**src/rtl/i2c_master_byte_engine_assert.svh**
```systemverilog
// Assertion macros used by the I2C master byte engine core.
`ifndef I2C_MASTER_BYTE_ENGINE_ASSERT_SVH
`define I2C_MASTER_BYTE_ENGINE_ASSERT_SVH

// Same-cycle implication, checked on every rising clock edge outside reset.
`define I2C_MBE_ASSERT_NOW(label, ante, cons) \
    label: assert property (@(posedge i_clk) disable iff (!i_rst_n) \
        (ante) |-> (cons)) else $error("i2c engine check failed");

// Next-cycle implication, checked on every rising clock edge outside reset.
`define I2C_MBE_ASSERT_NEXT(label, ante, cons) \
    label: assert property (@(posedge i_clk) disable iff (!i_rst_n) \
        (ante) |=> (cons)) else $error("i2c engine check failed");

`endif

```
**src/rtl/i2c_mbe_pkg.sv**
```systemverilog
// Package with the shared types and constants of the I2C master byte engine.
package i2c_mbe_pkg;

    // Command codes carried by each tick.
    typedef enum logic [2:0] {
        CMD_NONE  = 3'd0,
        CMD_START = 3'd1,
        CMD_STOP  = 3'd2,
        CMD_WRITE = 3'd3,
        CMD_READ  = 3'd4
    } t_cmd;

    // Configuration register indexes.
    typedef enum logic [1:0] {
        CFG_START_HOLD  = 2'd0,
        CFG_STOP_SETUP  = 2'd1,
        CFG_BUS_FREE    = 2'd2,
        CFG_ACK_TIMEOUT = 2'd3
    } t_cfg_index;

    // Reset values of the configuration registers.
    localparam logic [7:0] START_HOLD_RESET  = 8'd4;
    localparam logic [7:0] STOP_SETUP_RESET = 8'd4;
    localparam logic [7:0] BUS_FREE_RESET   = 8'd5;
    localparam logic [7:0] ACK_TIMEOUT_RESET = 8'd250;

    // Number of bits in one byte transfer.
    localparam logic [3:0] BITS_PER_BYTE = 4'd8;

    // Bus sequencer phases.
    typedef enum logic [4:0] {
        PH_IDLE,
        PH_ST_REL, PH_ST_SCLH, PH_ST_HOLD, PH_ST_SDAL, PH_ST_SCLL,
        PH_SP_SCLL, PH_SP_SDAL, PH_SP_HOLD, PH_SP_SCLH, PH_SP_SDAH, PH_SP_FREE,
        PH_WR_DATA, PH_WR_SCLH, PH_WR_SCLL, PH_WA_REL, PH_WA_SCLH, PH_WA_POLL,
        PH_RD_REL, PH_RD_SCLH, PH_RD_SAMP, PH_AK_SDA, PH_AK_SCLH, PH_AK_SCLL
    } t_phase;

    // Configuration register set.
    typedef struct packed {
        logic [7:0] start_hold;
        logic [7:0] stop_setup;
        logic [7:0] bus_free;
        logic [7:0] ack_timeout;
    } t_cfg;

    // One result word.
    typedef struct packed {
        logic       scl_level;
        logic       sda_release;
        logic       busy;
        logic       done;
        logic [7:0] rx_byte;
        logic       ack_error;
    } t_result;

endpackage

```
**src/rtl/i2c_mbe_cfg.sv**
```systemverilog
// Configuration register file of the I2C master byte engine.
module i2c_mbe_cfg
    import i2c_mbe_pkg::*;
(
    input  logic       i_clk,
    input  logic       i_rst_n,
    input  logic       i_wr,
    input  logic [1:0] i_index,
    input  logic [7:0] i_data,
    output t_cfg       o_cfg
);

    t_cfg r_cfg;

    // Registers take a write by index; there is no read-back.
    always_ff @(posedge i_clk) begin
        if (!i_rst_n) begin
            r_cfg.start_hold  <= START_HOLD_RESET;
            r_cfg.stop_setup  <= STOP_SETUP_RESET;
            r_cfg.bus_free    <= BUS_FREE_RESET;
            r_cfg.ack_timeout <= ACK_TIMEOUT_RESET;
        end else if (i_wr) begin
            case (i_index)
                CFG_START_HOLD:  r_cfg.start_hold  <= i_data;
                CFG_STOP_SETUP:  r_cfg.stop_setup  <= i_data;
                CFG_BUS_FREE:    r_cfg.bus_free    <= i_data;
                CFG_ACK_TIMEOUT: r_cfg.ack_timeout <= i_data;
                default: ;
            endcase
        end
    end

    assign o_cfg = r_cfg;

endmodule

```
**src/rtl/i2c_mbe_core.sv**
```systemverilog
// Bus sequencer of the I2C master byte engine: one step per accepted tick.
module i2c_mbe_core
    import i2c_mbe_pkg::*;
(
    input  logic       i_clk,
    input  logic       i_rst_n,
    input  logic       i_step,
    input  logic [2:0] i_cmd,
    input  logic [7:0] i_tx_byte,
    input  logic       i_send_ack,
    input  logic       i_sda_in,
    input  t_cfg       i_cfg,
    output t_result    o_res
);

`include "i2c_master_byte_engine_assert.svh"

    t_phase     r_phase, n_phase;
    logic [3:0] r_bit_count, n_bit_count;
    logic [7:0] r_shift, n_shift;
    logic [8:0] r_timer, n_timer;
    logic       r_ack_choice, n_ack_choice;
    logic       r_scl, n_scl;
    logic       r_sda, n_sda;
    logic [7:0] r_rx, n_rx;
    logic       r_err, n_err;
    logic       n_done;

    logic [3:0] bit_inc;
    logic [8:0] timer_inc;
    logic       timer_last;
    logic       ack_expired;

    // Shared counter arithmetic.
    assign bit_inc     = r_bit_count + 4'd1;
    assign timer_inc   = r_timer + 9'd1;
    assign timer_last  = (r_timer == 9'd1);
    assign ack_expired = (timer_inc > {1'b0, i_cfg.ack_timeout});

    // Next phase. Start and stop perform their first step on the accepting tick.
    always_comb begin
        n_phase = r_phase;
        case (r_phase)
            PH_IDLE: begin
                case (i_cmd)
                    CMD_START: n_phase = PH_ST_SCLH;
                    CMD_STOP:  n_phase = PH_SP_SDAL;
                    CMD_WRITE: n_phase = PH_WR_DATA;
                    CMD_READ:  n_phase = PH_RD_REL;
                    default:   n_phase = PH_IDLE;
                endcase
            end
            PH_ST_REL:  n_phase = PH_ST_SCLH;
            PH_ST_SCLH: n_phase = (i_cfg.start_hold == 8'd0) ? PH_ST_SDAL : PH_ST_HOLD;
            PH_ST_HOLD: n_phase = timer_last ? PH_ST_SDAL : PH_ST_HOLD;
            PH_ST_SDAL: n_phase = PH_ST_SCLL;
            PH_ST_SCLL: n_phase = PH_IDLE;
            PH_SP_SCLL: n_phase = PH_SP_SDAL;
            PH_SP_SDAL: n_phase = (i_cfg.stop_setup == 8'd0) ? PH_SP_SCLH : PH_SP_HOLD;
            PH_SP_HOLD: n_phase = timer_last ? PH_SP_SCLH : PH_SP_HOLD;
            PH_SP_SCLH: n_phase = PH_SP_SDAH;
            PH_SP_SDAH: n_phase = (i_cfg.bus_free == 8'd0) ? PH_IDLE : PH_SP_FREE;
            PH_SP_FREE: n_phase = timer_last ? PH_IDLE : PH_SP_FREE;
            PH_WR_DATA: n_phase = PH_WR_SCLH;
            PH_WR_SCLH: n_phase = PH_WR_SCLL;
            PH_WR_SCLL: n_phase = (bit_inc >= BITS_PER_BYTE) ? PH_WA_REL : PH_WR_DATA;
            PH_WA_REL:  n_phase = PH_WA_SCLH;
            PH_WA_SCLH: n_phase = PH_WA_POLL;
            PH_WA_POLL: begin
                if (!i_sda_in) begin
                    n_phase = PH_IDLE;
                end else if (ack_expired) begin
                    n_phase = PH_SP_SDAL;
                end
            end
            PH_RD_REL:  n_phase = PH_RD_SCLH;
            PH_RD_SCLH: n_phase = PH_RD_SAMP;
            PH_RD_SAMP: n_phase = (bit_inc >= BITS_PER_BYTE) ? PH_AK_SDA : PH_RD_SCLH;
            PH_AK_SDA:  n_phase = PH_AK_SCLH;
            PH_AK_SCLH: n_phase = PH_AK_SCLL;
            PH_AK_SCLL: n_phase = PH_IDLE;
            default:    n_phase = PH_IDLE;
        endcase
    end

    // Line levels, counters, shifter and status for this tick.
    always_comb begin
        n_bit_count  = r_bit_count;
        n_shift      = r_shift;
        n_timer      = r_timer;
        n_ack_choice = r_ack_choice;
        n_scl        = r_scl;
        n_sda        = r_sda;
        n_rx         = r_rx;
        n_err        = r_err;
        n_done       = 1'b0;
        case (r_phase)
            PH_IDLE: begin
                case (i_cmd)
                    CMD_START: n_sda = 1'b1;
                    CMD_STOP:  n_scl = 1'b0;
                    CMD_WRITE: begin
                        n_shift     = i_tx_byte;
                        n_bit_count = 4'd0;
                        n_err       = 1'b0;
                        n_scl       = 1'b0;
                    end
                    CMD_READ: begin
                        n_ack_choice = i_send_ack;
                        n_shift      = 8'd0;
                        n_bit_count  = 4'd0;
                        n_scl        = 1'b0;
                    end
                    default: ;
                endcase
            end
            PH_ST_REL: n_sda = 1'b1;
            PH_ST_SCLH: begin
                n_scl = 1'b1;
                if (i_cfg.start_hold != 8'd0) begin
                    n_timer = {1'b0, i_cfg.start_hold};
                end
            end
            PH_ST_HOLD: n_timer = r_timer - 9'd1;
            PH_ST_SDAL: n_sda = 1'b0;
            PH_ST_SCLL: begin
                n_scl  = 1'b0;
                n_done = 1'b1;
            end
            PH_SP_SCLL: n_scl = 1'b0;
            PH_SP_SDAL: begin
                n_sda = 1'b0;
                if (i_cfg.stop_setup != 8'd0) begin
                    n_timer = {1'b0, i_cfg.stop_setup};
                end
            end
            PH_SP_HOLD: n_timer = r_timer - 9'd1;
            PH_SP_SCLH: n_scl = 1'b1;
            PH_SP_SDAH: begin
                n_sda = 1'b1;
                if (i_cfg.bus_free == 8'd0) begin
                    n_done = 1'b1;
                end else begin
                    n_timer = {1'b0, i_cfg.bus_free};
                end
            end
            PH_SP_FREE: begin
                n_timer = r_timer - 9'd1;
                n_done  = timer_last;
            end
            PH_WR_DATA: begin
                n_sda   = r_shift[7];
                n_shift = {r_shift[6:0], 1'b0};
            end
            PH_WR_SCLH: n_scl = 1'b1;
            PH_WR_SCLL: begin
                n_scl       = 1'b0;
                n_bit_count = bit_inc;
            end
            PH_WA_REL: n_sda = 1'b1;
            PH_WA_SCLH: begin
                n_scl   = 1'b1;
                n_timer = 9'd0;
            end
            PH_WA_POLL: begin
                if (!i_sda_in) begin
                    n_scl  = 1'b0;
                    n_done = 1'b1;
                end else begin
                    n_timer = timer_inc;
                    if (ack_expired) begin
                        n_scl = 1'b0;
                        n_err = 1'b1;
                    end
                end
            end
            PH_RD_REL:  n_sda = 1'b1;
            PH_RD_SCLH: n_scl = 1'b1;
            PH_RD_SAMP: begin
                n_shift     = {r_shift[6:0], i_sda_in};
                n_bit_count = bit_inc;
                n_scl       = 1'b0;
            end
            PH_AK_SDA:  n_sda = ~r_ack_choice;
            PH_AK_SCLH: n_scl = 1'b1;
            PH_AK_SCLL: begin
                n_scl  = 1'b0;
                n_rx   = r_shift;
                n_done = 1'b1;
            end
            default: ;
        endcase
    end

    // Sequencer state advances once per accepted tick.
    always_ff @(posedge i_clk) begin
        if (!i_rst_n) begin
            r_phase      <= PH_IDLE;
            r_bit_count  <= 4'd0;
            r_shift      <= 8'd0;
            r_timer      <= 9'd0;
            r_ack_choice <= 1'b0;
            r_scl        <= 1'b1;
            r_sda        <= 1'b1;
            r_rx         <= 8'd0;
            r_err        <= 1'b0;
        end else if (i_step) begin
            r_phase      <= n_phase;
            r_bit_count  <= n_bit_count;
            r_shift      <= n_shift;
            r_timer      <= n_timer;
            r_ack_choice <= n_ack_choice;
            r_scl        <= n_scl;
            r_sda        <= n_sda;
            r_rx         <= n_rx;
            r_err        <= n_err;
        end
    end

    // Result of this tick, taken from the next-state values.
    always_comb begin
        o_res.scl_level   = n_scl;
        o_res.sda_release = n_sda;
        o_res.busy        = (n_phase != PH_IDLE);
        o_res.done        = n_done;
        o_res.rx_byte     = n_rx;
        o_res.ack_error   = n_err;
    end

    // A finishing tick always leaves the sequencer idle with SCL low or released.
    `I2C_MBE_ASSERT_NOW(a_done_idle, n_done, n_phase == PH_IDLE)
    // The ack error can only be raised by a poll tick.
    `I2C_MBE_ASSERT_NOW(a_err_from_poll, $rose(r_err), $past(r_phase) == PH_WA_POLL)
    // An accepted write in idle clears the error and starts the first data bit.
    `I2C_MBE_ASSERT_NEXT(a_write_start,
        i_step && (r_phase == PH_IDLE) && (i_cmd == CMD_WRITE),
        (r_phase == PH_WR_DATA) && !r_err && !r_scl)
    // The bit counter never runs past one byte.
    `I2C_MBE_ASSERT_NOW(a_bit_range, r_phase != PH_IDLE, r_bit_count <= BITS_PER_BYTE)

endmodule

```
**src/rtl/i2c_master_byte_engine.sv**
```systemverilog
// Output: the result word of an accepted tick is registered in the output register.
// Throughput: one tick per cycle; a result waiting under stall holds the next tick back.
// Each bus line change takes one tick; holds last as many ticks as set; the ACK poll ends on ACK or timeout.
// Reset: synchronous, active low; idle phase, both lines released, state and configuration registers to defaults.
// The configuration port is always ready.
module i2c_master_byte_engine
    import i2c_mbe_pkg::*;
(
    input  logic       i_clk,
    input  logic       i_rst_n,
    input  logic       i_valid,
    output logic       o_stall,
    input  logic [2:0] i_cmd,
    input  logic [7:0] i_tx_byte,
    input  logic       i_send_ack,
    input  logic       i_sda_in,
    output logic       o_valid,
    input  logic       i_stall,
    output logic       o_scl_level,
    output logic       o_sda_release,
    output logic       o_busy_res,
    output logic       o_done_res,
    output logic [7:0] o_rx_byte,
    output logic       o_ack_error,
    input  logic       i_cfg_valid,
    output logic       o_cfg_ready,
    input  logic [1:0] i_cfg_index,
    input  logic [7:0] i_cfg_data
);

    t_cfg    cfg;
    t_result step_res;
    logic    step;
    logic    r_out_valid;
    t_result r_res;

    // Configuration writes are taken in every cycle.
    assign o_cfg_ready = 1'b1;

    i2c_mbe_cfg u_cfg (
        .i_clk   (i_clk),
        .i_rst_n (i_rst_n),
        .i_wr    (i_cfg_valid && o_cfg_ready),
        .i_index (i_cfg_index),
        .i_data  (i_cfg_data),
        .o_cfg   (cfg)
    );

    // A tick is taken whenever the output register is free or being emptied.
    assign o_stall = r_out_valid && i_stall;
    assign step    = i_valid && !o_stall;

    i2c_mbe_core u_core (
        .i_clk      (i_clk),
        .i_rst_n    (i_rst_n),
        .i_step     (step),
        .i_cmd      (i_cmd),
        .i_tx_byte  (i_tx_byte),
        .i_send_ack (i_send_ack),
        .i_sda_in   (i_sda_in),
        .i_cfg      (cfg),
        .o_res      (step_res)
    );

    // Output register for the result word.
    always_ff @(posedge i_clk) begin
        if (!i_rst_n) begin
            r_out_valid <= 1'b0;
        end else if (step) begin
            r_out_valid <= 1'b1;
        end else if (!i_stall) begin
            r_out_valid <= 1'b0;
        end
    end

    always_ff @(posedge i_clk) begin
        if (step) begin
            r_res <= step_res;
        end
    end

    assign o_valid       = r_out_valid;
    assign o_scl_level   = r_res.scl_level;
    assign o_sda_release = r_res.sda_release;
    assign o_busy_res    = r_res.busy;
    assign o_done_res    = r_res.done;
    assign o_rx_byte     = r_res.rx_byte;
    assign o_ack_error   = r_res.ack_error;

endmodule

```
**config.mk**
```make
export PLATFORM = sky130hd
export DESIGN_NAME = i2c_master_byte_engine
export DESIGN_NICKNAME = d
export VERILOG_FILES = /design/src/rtl/i2c_mbe_pkg.sv /design/src/rtl/i2c_mbe_cfg.sv /design/src/rtl/i2c_mbe_core.sv /design/src/rtl/i2c_master_byte_engine.sv
export VERILOG_INCLUDE_DIRS = /design/src /design/src/rtl
export SDC_FILE = /design/constraint.sdc
export NUM_CORES = 1
export LEC_CHECK = 0
export BUFFER_PORTS_ARGS = -buffer_cell sky130_fd_sc_hd__buf_2
export CAP_MARGIN = 20
export CORE_ASPECT_RATIO = 0.9
export CORE_MARGIN = 4
export CORE_UTILIZATION = 65
export CTS_BUF_LIST = sky130_fd_sc_hd__clkbuf_4
export CTS_CLUSTER_SIZE = 28
export DETAILED_ROUTE_END_ITERATION = 12
export HOLD_SLACK_MARGIN = 0.15
export PLACE_DENSITY = 0.93
export SETUP_SLACK_MARGIN = 0.2
export SYNTH_ARGS = -nofsm -noshare
export SYNTH_HDL_FRONTEND = slang
export SYNTH_SLANG_ARGS = --single-unit
```
**constraint.sdc**
```tcl
create_clock -name i_clk -period 4.2 [get_ports i_clk]
set_input_delay 0.84 -clock i_clk [delete_from_list [all_inputs] [get_ports i_clk]]
set_output_delay 0.84 -clock i_clk [all_outputs]
set_load 0.01 [all_outputs]
```
==> results of run 1 <==
## state kept, by name (all words and copies together), names as in the netlist
register / count
o_ack_error: 1
o_busy_res: 1
o_done_res: 1
o_rx_byte: 8
o_scl_level: 1
o_sda_release: 1
o_valid: 1
u_cfg.o_cfg: 32
u_core.r_ack_choice: 1
u_core.r_bit_count: 4
u_core.r_err: 1
u_core.r_phase: 5
u_core.r_rx: 8
u_core.r_scl: 1
u_core.r_sda: 1
u_core.r_shift: 8
u_core.r_timer: 9
## critical path, stage by stage, from the launching register on
cell,delay [ns]
dfxtp_1,1.11
nor2_2,0.22
and3_1,0.43
and3_1,0.28
a211oi_1,0.42
o2111ai_1,0.18
o211a_1,0.17
## worst max-delay path by stage
stage	start	endpoint	slack, ns
6_report	u_core.r_phase[2]	u_core.r_timer[7]	1.28
2_1_floorplan	u_core.r_timer[2]	o_scl_level	1.89
3_5_place_dp	i_stall	u_core.r_timer[8]	1.37
3_3_place_gp	i_stall	u_core.r_timer[8]	1.42
5_1_grt	u_core.r_phase[2]	u_core.r_timer[8]	1.14
4_1_cts	u_core.r_timer[2]	o_scl_level	1.40
## cells in the final DEF (no fill, tap or decap), types with 8 or more instances in the layout
cell type   n
edfxtp_1   13
nand3_1    16
xor2_1      9
mux2i_1     9
inv_1      23
a31oi_1    12
nor4_1      9
buf_2      42
nor3_1     18
mux2_2      8
clkbuf_4    9
o21ai_0    18
o211ai_1   13
nor2_1     65
nand2_1    71
a21oi_1    35
dfxtp_1    71
ha_1       12
## stage by stage
step                std cells  util [%]  hold slack [ns]  power, W
global route              712      69.8            0.505   0.00195
global placement          696      67.9            0.444   0.00135
floorplan                 599         -            0.436   0.00128
finish                    712      69.8            0.482   0.00186
detailed placement        696      67.9            0.465   0.00137
CTS                       712      69.8            0.483   0.00185
## kinds of logic after synthesis
family,Yosys count
flip-flops,84
AO/OA/AOI/OAI,159
AND/OR/NAND/NOR,240
XOR/XNOR,16
buffers and inverters,70
other,1
adder cells (fa/ha/maj),12
multiplexers,17
## area by class of cell
type,count,area [sq um]
clock buffers,9,67.6
clock inverters,7,73.8
fillers,546,2280
inverters,24,90.1
multi-input cells,445,2850
flip-flops and latches,84,1810
well taps,96,120
repair buffers,47,248
## metal layers
| layer | vias to the layer above | GRT usage (%) |
|---|---|---|
| met5 | - | 0 |
| met4 | 0 | 9.99 |
| met3 | 44 | 6.68 |
| met2 | 327 | 44.6 |
| met1 | 2272 | 40.8 |
| li1 | 2213 | - |
## report_power, final
part / switching, W / total [W] / internal [W] / leakage, nW
combinational: 0.000266 / 0.000431 / 0.000165 / 1.21
clock: 0.000305 / 0.000490 / 0.000185 / 0.0783
sequential: 0.0000699 / 0.000942 / 0.000872 / 0.707
total: 0.000641 / 0.00186 / 0.00122 / 1.99
==> out/metrics.cfg, run 1 <==
[outcome]
outcome=finished, final reports clean

[synthesis]
synth_nets=639
syn_area_per_cell_sq_um=8.40
synth_seq_cells=84
synth-seq-area-share_pct=36.0
yosys_warnings=0
synthFlopType=dfxtp_1
yosysTopAreaCell=dfxtp_1
syn_inst=599
synthArstFlopShare_pct=0
synth_top_family_by_area=compound AO/OA/AOI/OAI gates
synthMuxAreaShare_pct=3.58
synth_common_cells=71 x dfxtp_1, 71 x nand2_1, 65 x nor2_1
synthTopCellsByArea=dfxtp_1 28%, edfxtp_1 7.8%, nand2_1 5.3%
synth-compound-area-share_pct=23.7
yosys.area.top_type_share_pct=28.3
synth_edf_count=13
synthAdderAreaFrac_pct=2.99
synth-xor-area-share_pct=2.79
post_synth_num_cell_types=78
synth_area_sq_um=5030
synth-simple-area-share_pct=23.7

[sta]
fin_tns_setup_ns=0
finalHoldViolations=0
slew_viol_final=0
clock.fmax_ghz=0.343
post-route-period-util_pct=69.5
finalCriticalPeriod_ns=2.92
worstMarginPinSlew_ns=1.15
finalSetupViolCount=0
rsz0062_at_grt=no
finClkSkew_ns=0.0142
fin_ws_ns=1.28
slew_headroom_pct=23.0

[worst_setup_path]
crit_path_max_fanout=29
cp-start-kind=flop
r2r_start=u_core.r_phase[2]
cp.required_ns=4.56
worstSetupPathType=reg2reg
crit_path_end_kind=flop
r2r_end=u_core.r_timer[7]
r2r_setup_slack_ns=1.28
arrival_ns=3.28
ff2ff_path_depth=6

[global_routing]
grt_usage_pct=29.3
antenna_found_initial=0
first_global_vias=4360
grt_pass1_wl_um=21800
grt_overflow=0
grt_max_degree=34

[run]
max_cap_violations=0

[floorplanning]
initial_core_util_pct=66.7
die_area_sq_um=9210
die_w_um=101
core-area_sq_um=7540
io_pins=44
die_h_um=91.5
num_rows=30

[pwr]
p_leak_nw=1.99
p_per_area_nw_per_um2=354
vdd_drop_max_mv=0.318

[finish]
drive_gt1_share_pct=16.2
finalNetCount=651
syn_to_final_growth_pct=4.68
final_cell_area_sq_um=5270
diodes=0

[drt]
drc=0
met3_length_um=1520
wl_um=13200
met1Wirelength_um=5310
via_count=4856
post_drt_wl_per_cell_um=18.5
maxUsedRoutingLayer=met4
via_per_inst=6.82
routed-wl-met2_um=6050
ant_nets=0
drt_pass1_iterations=6
initialDrtViolationCount=766

[clocking]
cts-root-buf=clkbuf_4
cts_setup_buffers=0
cts_resized=0
clkLatencyLatePin_ns=0.45
clk_pin_slew_ns=0.14
cts_buffers=9
clockBufferDepth=2
cts.sink_count=84
cts_tree=built
ctsHoldBuffers=0
cts_max_level=3

[min_path]
hold_end=u_cfg.o_cfg[15]
hold_start=u_cfg.o_cfg[15]
hp-class=reg2reg
hold_path_depth=2

[place]
port_buffers=42
routabilityCongestion=1.00
placed_area_sq_um=5120
preCtsSetupSlack_ns=1.37
hpwl_um=9300

No activity file was read; power rests on OpenSTA's default activity.
==> run 2, diff against run 1 <==
--- a/config.mk
+++ b/config.mk
@@ -10,12 +10,12 @@
 export CAP_MARGIN = 20
 export CORE_ASPECT_RATIO = 0.9
 export CORE_MARGIN = 4
-export CORE_UTILIZATION = 65
+export CORE_UTILIZATION = 62
 export CTS_BUF_LIST = sky130_fd_sc_hd__clkbuf_4
 export CTS_CLUSTER_SIZE = 28
 export DETAILED_ROUTE_END_ITERATION = 12
 export HOLD_SLACK_MARGIN = 0.15
-export PLACE_DENSITY = 0.93
+export PLACE_DENSITY = 0.89
 export SETUP_SLACK_MARGIN = 0.2
 export SYNTH_ARGS = -nofsm -noshare
 export SYNTH_HDL_FRONTEND = slang
==> constraint.sdc (replaced) <==
create_clock -name i_clk -period 3 [get_ports i_clk]
set_input_delay 0.6 -clock i_clk [delete_from_list [all_inputs] [get_ports i_clk]]
set_output_delay 0.6 -clock i_clk [all_outputs]
set_load 0.01 [all_outputs]
==> run 2 against run 1 <==
Sequential share of layout area shrank 0.53 points; largest cell class unchanged; clock skew grew 0.011 ns; largest power group unchanged; first-iteration DRC count shrank 3.5%; non-clock buffer count grew 14; critical path depth grew 4; highest routed layer unchanged; register-to-register slack lost 0.90 ns.
==> out/metrics.cfg, run 2 (synthesis gave the netlist of run 1 again) <==
[min_path]
hold_path_depth=2
hold_start=i_valid
hold_end=o_valid
hp-class=in2reg

[floorplanning]
num_rows=30
core-area_sq_um=7730
die_h_um=93.5
die_w_um=103
die_area_sq_um=9620
initial_core_util_pct=65.0
io_pins=44

[drt]
ant_nets=0
post_drt_wl_per_cell_um=18.8
initialDrtViolationCount=739
via_per_inst=6.65
drc=0
wl_um=13700
via_count=4829
drt_pass1_iterations=6

[finish]
finalNetCount=665
final_cell_area_sq_um=5360
drive_gt1_share_pct=18.9
layout_common_cells=71 x nand2_1, 67 x dfxtp_1, 65 x nor2_1
layout_commonest_cell=nand2_1
diodes=0
syn_to_final_growth_pct=6.62
largest_reg_flops=32
final_util_pct=69.4

[sta]
clock.fmax_ghz=0.382
slew_headroom_pct=53.3
finClkSkew_ns=0.0256
finalCriticalPeriod_ns=2.61
worstMarginPinSlew_ns=0.700
post-route-period-util_pct=87.2
hold_ws_ns=0.371
slew_viol_final=0
finalHoldViolations=0
fin_tns_setup_ns=0
finalSetupViolCount=0
rsz0062_at_grt=no

[worst_setup_path]
path_delay_family=simple AND/OR/NAND/NOR gates
cp.required_ns=3.33
arrival_ns=2.94
slowest_stage=dfxtp_1
crit_cells=10
ff2ff_path_depth=10
crit_path_max_fanout=8
crit_path_end_kind=flop
r2r_start=u_core.r_timer[5]
cp_common_cell=nand2_1
cp-start-kind=flop
cp_slowest_stage_delay_ns=0.49
r2r_end=o_scl_level
worstSetupPathType=reg2reg
path_buf_inv=0
cp_cell_sequence=and4_1 -> nand4_1 -> xnor2_1 -> ha_1 -> nand2_1 -> or3_1 -> o211ai_1 -> nand2_1 -> o21ai_0 -> a21o_1
r2r_setup_slack_ns=0.39

[outcome]
outcome=finished, final reports clean

[clocking]
cts-root-buf=clkbuf_4
clkLatencyLatePin_ns=0.47
cts_tree=built
cts_resized=0
clk_pin_slew_ns=0.15
clockBufferDepth=2
ctsHoldBuffers=0
cts.sink_count=84
cts_max_level=3
cts_buffers=9
cts_setup_buffers=0

[global_routing]
antenna_found_initial=0
grt_usage_pct=28.9
grt_pass1_wl_um=22000
grt_overflow=0
grt_max_degree=49
first_global_vias=4467

[pwr]
power_w=0.00260
p_per_area_nw_per_um2=485
p_leak_nw=2.05
vdd_drop_max_mv=0.400

[place]
port_buffers=42
hpwl_um=9920
routabilityCongestion=0.953
placed_area_sq_um=5230

[run]
max_cap_violations=0

## run 2: cell count changes in the layout (fill, tap and decap cells not counted), moves of 2 or more
cell | previous run | this run
dfxtp_1 | 71 | 67
dfxtp_2 | 0 | 4
buf_4 | 5 | 19
inv_8 | 0 | 2
inv_6 | 2 | 0
## run 2: routing by layer
layer | vias to the layer above | part of all wire [%] | track usage [%]
met2 | 284 | 46 | 43.2
met3 | 34 | 10 | 6.11
met4 | 0 | 2.1 | 9.71
li1 | 2241 | - | -
met1 | 2270 | 42 | 41.3
met5 | - | 0 | 0
## run 2: area by class of cell
type	instances	area [sq um]
Multi-Input combinational cell	445	2850
Sequential cell	84	1820
Tap cell	96	120
Timing Repair Buffer	61	353
Clock inverter	7	61.3
Inverter	24	90.1
Clock buffer	9	67.6
Fill cell	590	2370
## run 2: per-stage QoR
step / instances / setup slack, ns
detailed placement: 710 / 0.351
global placement: 710 / 0.497
CTS: 726 / 0.301
finish: 726 / 0.385
floorplan: 599 / 0.689
global route: 726 / 0.211
## run 2: worst max-delay path by stage
stage,from,end
floorplan,u_core.r_timer[2],o_scl_level
CTS,u_core.r_timer[2],o_scl_level
global route,u_core.r_timer[1],o_scl_level
detailed placement,u_core.r_timer[2],o_scl_level
finish,u_core.r_timer[5],o_scl_level
global placement,u_core.r_timer[2],o_scl_level
## run 2: power breakdown
part | leakage (nW) | internal (W) | switching (W)
clock network | 0.0699 | 0.000185 | 0.000455
registers | 0.709 | 0.00122 | 0.0000876
logic | 1.28 | 0.000253 | 0.000397
## run 2: worst reg2reg max path, delay by kind of cell, from the launching register on
family                     cells  cell delay (ns)
and+or+nand+nor                5             1.04
DFF                            1             0.49
AOI/OAI and AO/OA              3             0.46
adders and majority gates      1             0.31
xor gates and xnor gates       1             0.18
==> run 3, diff against run 2 <==
--- a/config.mk
+++ b/config.mk
@@ -11,7 +11,7 @@
 export CORE_ASPECT_RATIO = 0.9
 export CORE_MARGIN = 4
 export CORE_UTILIZATION = 62
-export CTS_BUF_LIST = sky130_fd_sc_hd__clkbuf_4
+export CTS_BUF_LIST = sky130_fd_sc_hd__clkbuf_2 sky130_fd_sc_hd__clkbuf_4 sky130_fd_sc_hd__clkbuf_8
 export CTS_CLUSTER_SIZE = 28
 export DETAILED_ROUTE_END_ITERATION = 12
 export HOLD_SLACK_MARGIN = 0.15
==> run 3 against run 2 <==
Die area did not move; power rose by 5.7%; combinational power rose by 0.6%; clock skew fell by 0.011 ns; highest routed layer unchanged; largest power group unchanged.
==> out/metrics.cfg, run 3 (synthesis gave the netlist of run 1 again) <==
[finish]
multiInputGateArea_sq_um=2850
fillers=577
final_cells=726
largest_reg_flops=32
layout_common_cells=71 x nand2_1, 67 x dfxtp_1, 65 x nor2_1
layout_commonest_cell=nand2_1
register_area_sq_um=1820
drive_gt1_share_pct=18.9
finalNetCount=665
syn_to_final_growth_pct=7.74
diodes=0

[worst_setup_path]
critPathLaunch=u_core.r_timer[5]
cp.required_ns=3.23
r2r_end=o_scl_level
ff2ff_path_depth=10
crit_path_end_kind=flop
cp_slowest_stage_delay_ns=0.47
r2r_start=u_core.r_timer[5]
arrival_ns=2.83
slowest_stage=dfxtp_1
cp-endpoint=o_scl_level
crit_cells=10
r2r_setup_slack_ns=0.41
path_buf_inv=0
cp_common_cell=nand2_1
cp-start-kind=flop
cp_cell_sequence=and4_1 -> nand4_1 -> xnor2_1 -> ha_1 -> nand2_1 -> or3_1 -> o211ai_1 -> nand2_1 -> o21ai_0 -> a21o_1
crit_path_max_fanout=8
path_delay_family=simple AND/OR/NAND/NOR gates
worstSetupPathType=reg2reg

[pwr]
p_sw_w=0.000957
internal_power_w=0.00179
pwr-share-comb_pct=23.8
vdd_drop_max_mv=0.413
p_leak_nw=2.08
p_per_area_nw_per_um2=507
p_clk_share_pct=28.5
switching_share_pct=34.8
seqPwrFrac_pct=47.7
power_w=0.00275

[clocking]
clockBufferDepth=2
cts_tree=built
cts.sink_count=84
cts_setup_buffers=0
cts_buffers=9
clk_pin_slew_ns=0.09
cts-root-buf=clkbuf_8
clkLatencyLatePin_ns=0.37
cts_max_level=3
ctsHoldBuffers=0

[min_path]
hp-class=in2reg
hold_start=i_valid

[drt]
via_per_inst=6.68
ant_nets=0
wl_um=14000
post_drt_wl_per_cell_um=19.3
via_count=4848
drt_pass1_iterations=7
initialDrtViolationCount=690
drc=0

[place]
routabilityCongestion=0.953
hpwl_um=9920
port_buffers=42
placedCellCount=710

[sta]
worstMarginPinSlew_ns=0.691
hold_ws_ns=0.468
fin_tns_setup_ns=0
clock.fmax_ghz=0.386
post-route-period-util_pct=86.4
finClkSkew_ns=0.0151
finalSetupViolCount=0
finalCriticalPeriod_ns=2.59
slew_headroom_pct=53.8
finalHoldViolations=0
slew_viol_final=0
rsz0062_at_grt=no

[floorplanning]
die_h_um=93.5
core-area_sq_um=7730
die_w_um=103
initial_core_util_pct=65.0
die_area_sq_um=9620
num_rows=30
io_pins=44

[global_routing]
grt_usage_pct=29.1
first_global_vias=4524
antenna_found_initial=0
grt_pass1_wl_um=22300
grt_overflow=0
grt_max_degree=49

[run]
max_cap_violations=0

[outcome]
outcome=finished, final reports clean

## run 3: what timing repair did
action / 4_1_cts / 5_1_grt
endpoints found under the hold margin: 0 / 0
resized for setup: 0 / 4
endpoints found under the setup margin: 0 / 4
## run 3: worst register-to-register path, cell delays in order (launching register included)
cell and delay (ns):
dfxtp_1 0.47, and4_1 0.28, nand4_1 0.19, xnor2_1 0.19, ha_1 0.31, nand2_1 0.07
or3_1 0.37, o211ai_1 0.14, nand2_1 0.13, o21ai_0 0.18, a21o_1 0.14
## run 3: through the flow
| step | instance area (sq um) | setup WS (ns) | util (%) |
|---|---|---|---|
| after floorplan | 5030 | 0.689 | - |
| after global placement | 5230 | 0.497 | 67.6 |
| after detailed placement | 5230 | 0.351 | 67.6 |
| after CTS | 5410 | 0.317 | 70.0 |
| after global routing | 5420 | 0.230 | 70.1 |
| final | 5420 | 0.409 | 70.1 |
## run 3: worst min-delay path by stage
stage / depth (start not counted) / slack [ns] / to
2_1_floorplan: 2 / 0.44 / u_cfg.o_cfg[2]
3_3_place_gp: 2 / 0.46 / u_cfg.o_cfg[14]
3_5_place_dp: 2 / 0.47 / u_cfg.o_cfg[21]
4_1_cts: 2 / 0.47 / o_valid
5_1_grt: 2 / 0.47 / o_valid
6_report: 2 / 0.47 / o_valid
## run 3: layout make-up
| type | count | share of cell area (%) |
|---|---|---|
| well taps | 96 | 2.22 |
| multi-input cells | 445 | 52.7 |
| clock inverters | 7 | 1.13 |
| inverters | 24 | 1.66 |
| flip-flops and latches | 84 | 33.5 |
| repair buffers | 61 | 6.51 |
| clock buffers | 9 | 2.29 |
## run 3: power by group through the flow
stage	Clock [W]	Sequential, W	Combinational [W]
final	0.000783	0.00131	0.000655
after global routing	0.000829	0.00132	0.000706
after CTS	0.000780	0.00130	0.000635
after detailed placement	0	0.00133	0.000629
after global placement	0	0.00133	0.000611
after floorplan	0	0.00129	0.000498
## run 3: layer usage
metal / part of all wire, % / track usage (%) / up-vias
met4: 2.1 / 9.17 / 0
met5: 0 / 0 / -
met2: 46 / 44.5 / 278
met1: 42 / 40.9 / 2302
met3: 9.9 / 6.19 / 36
li1: - / - / 2232
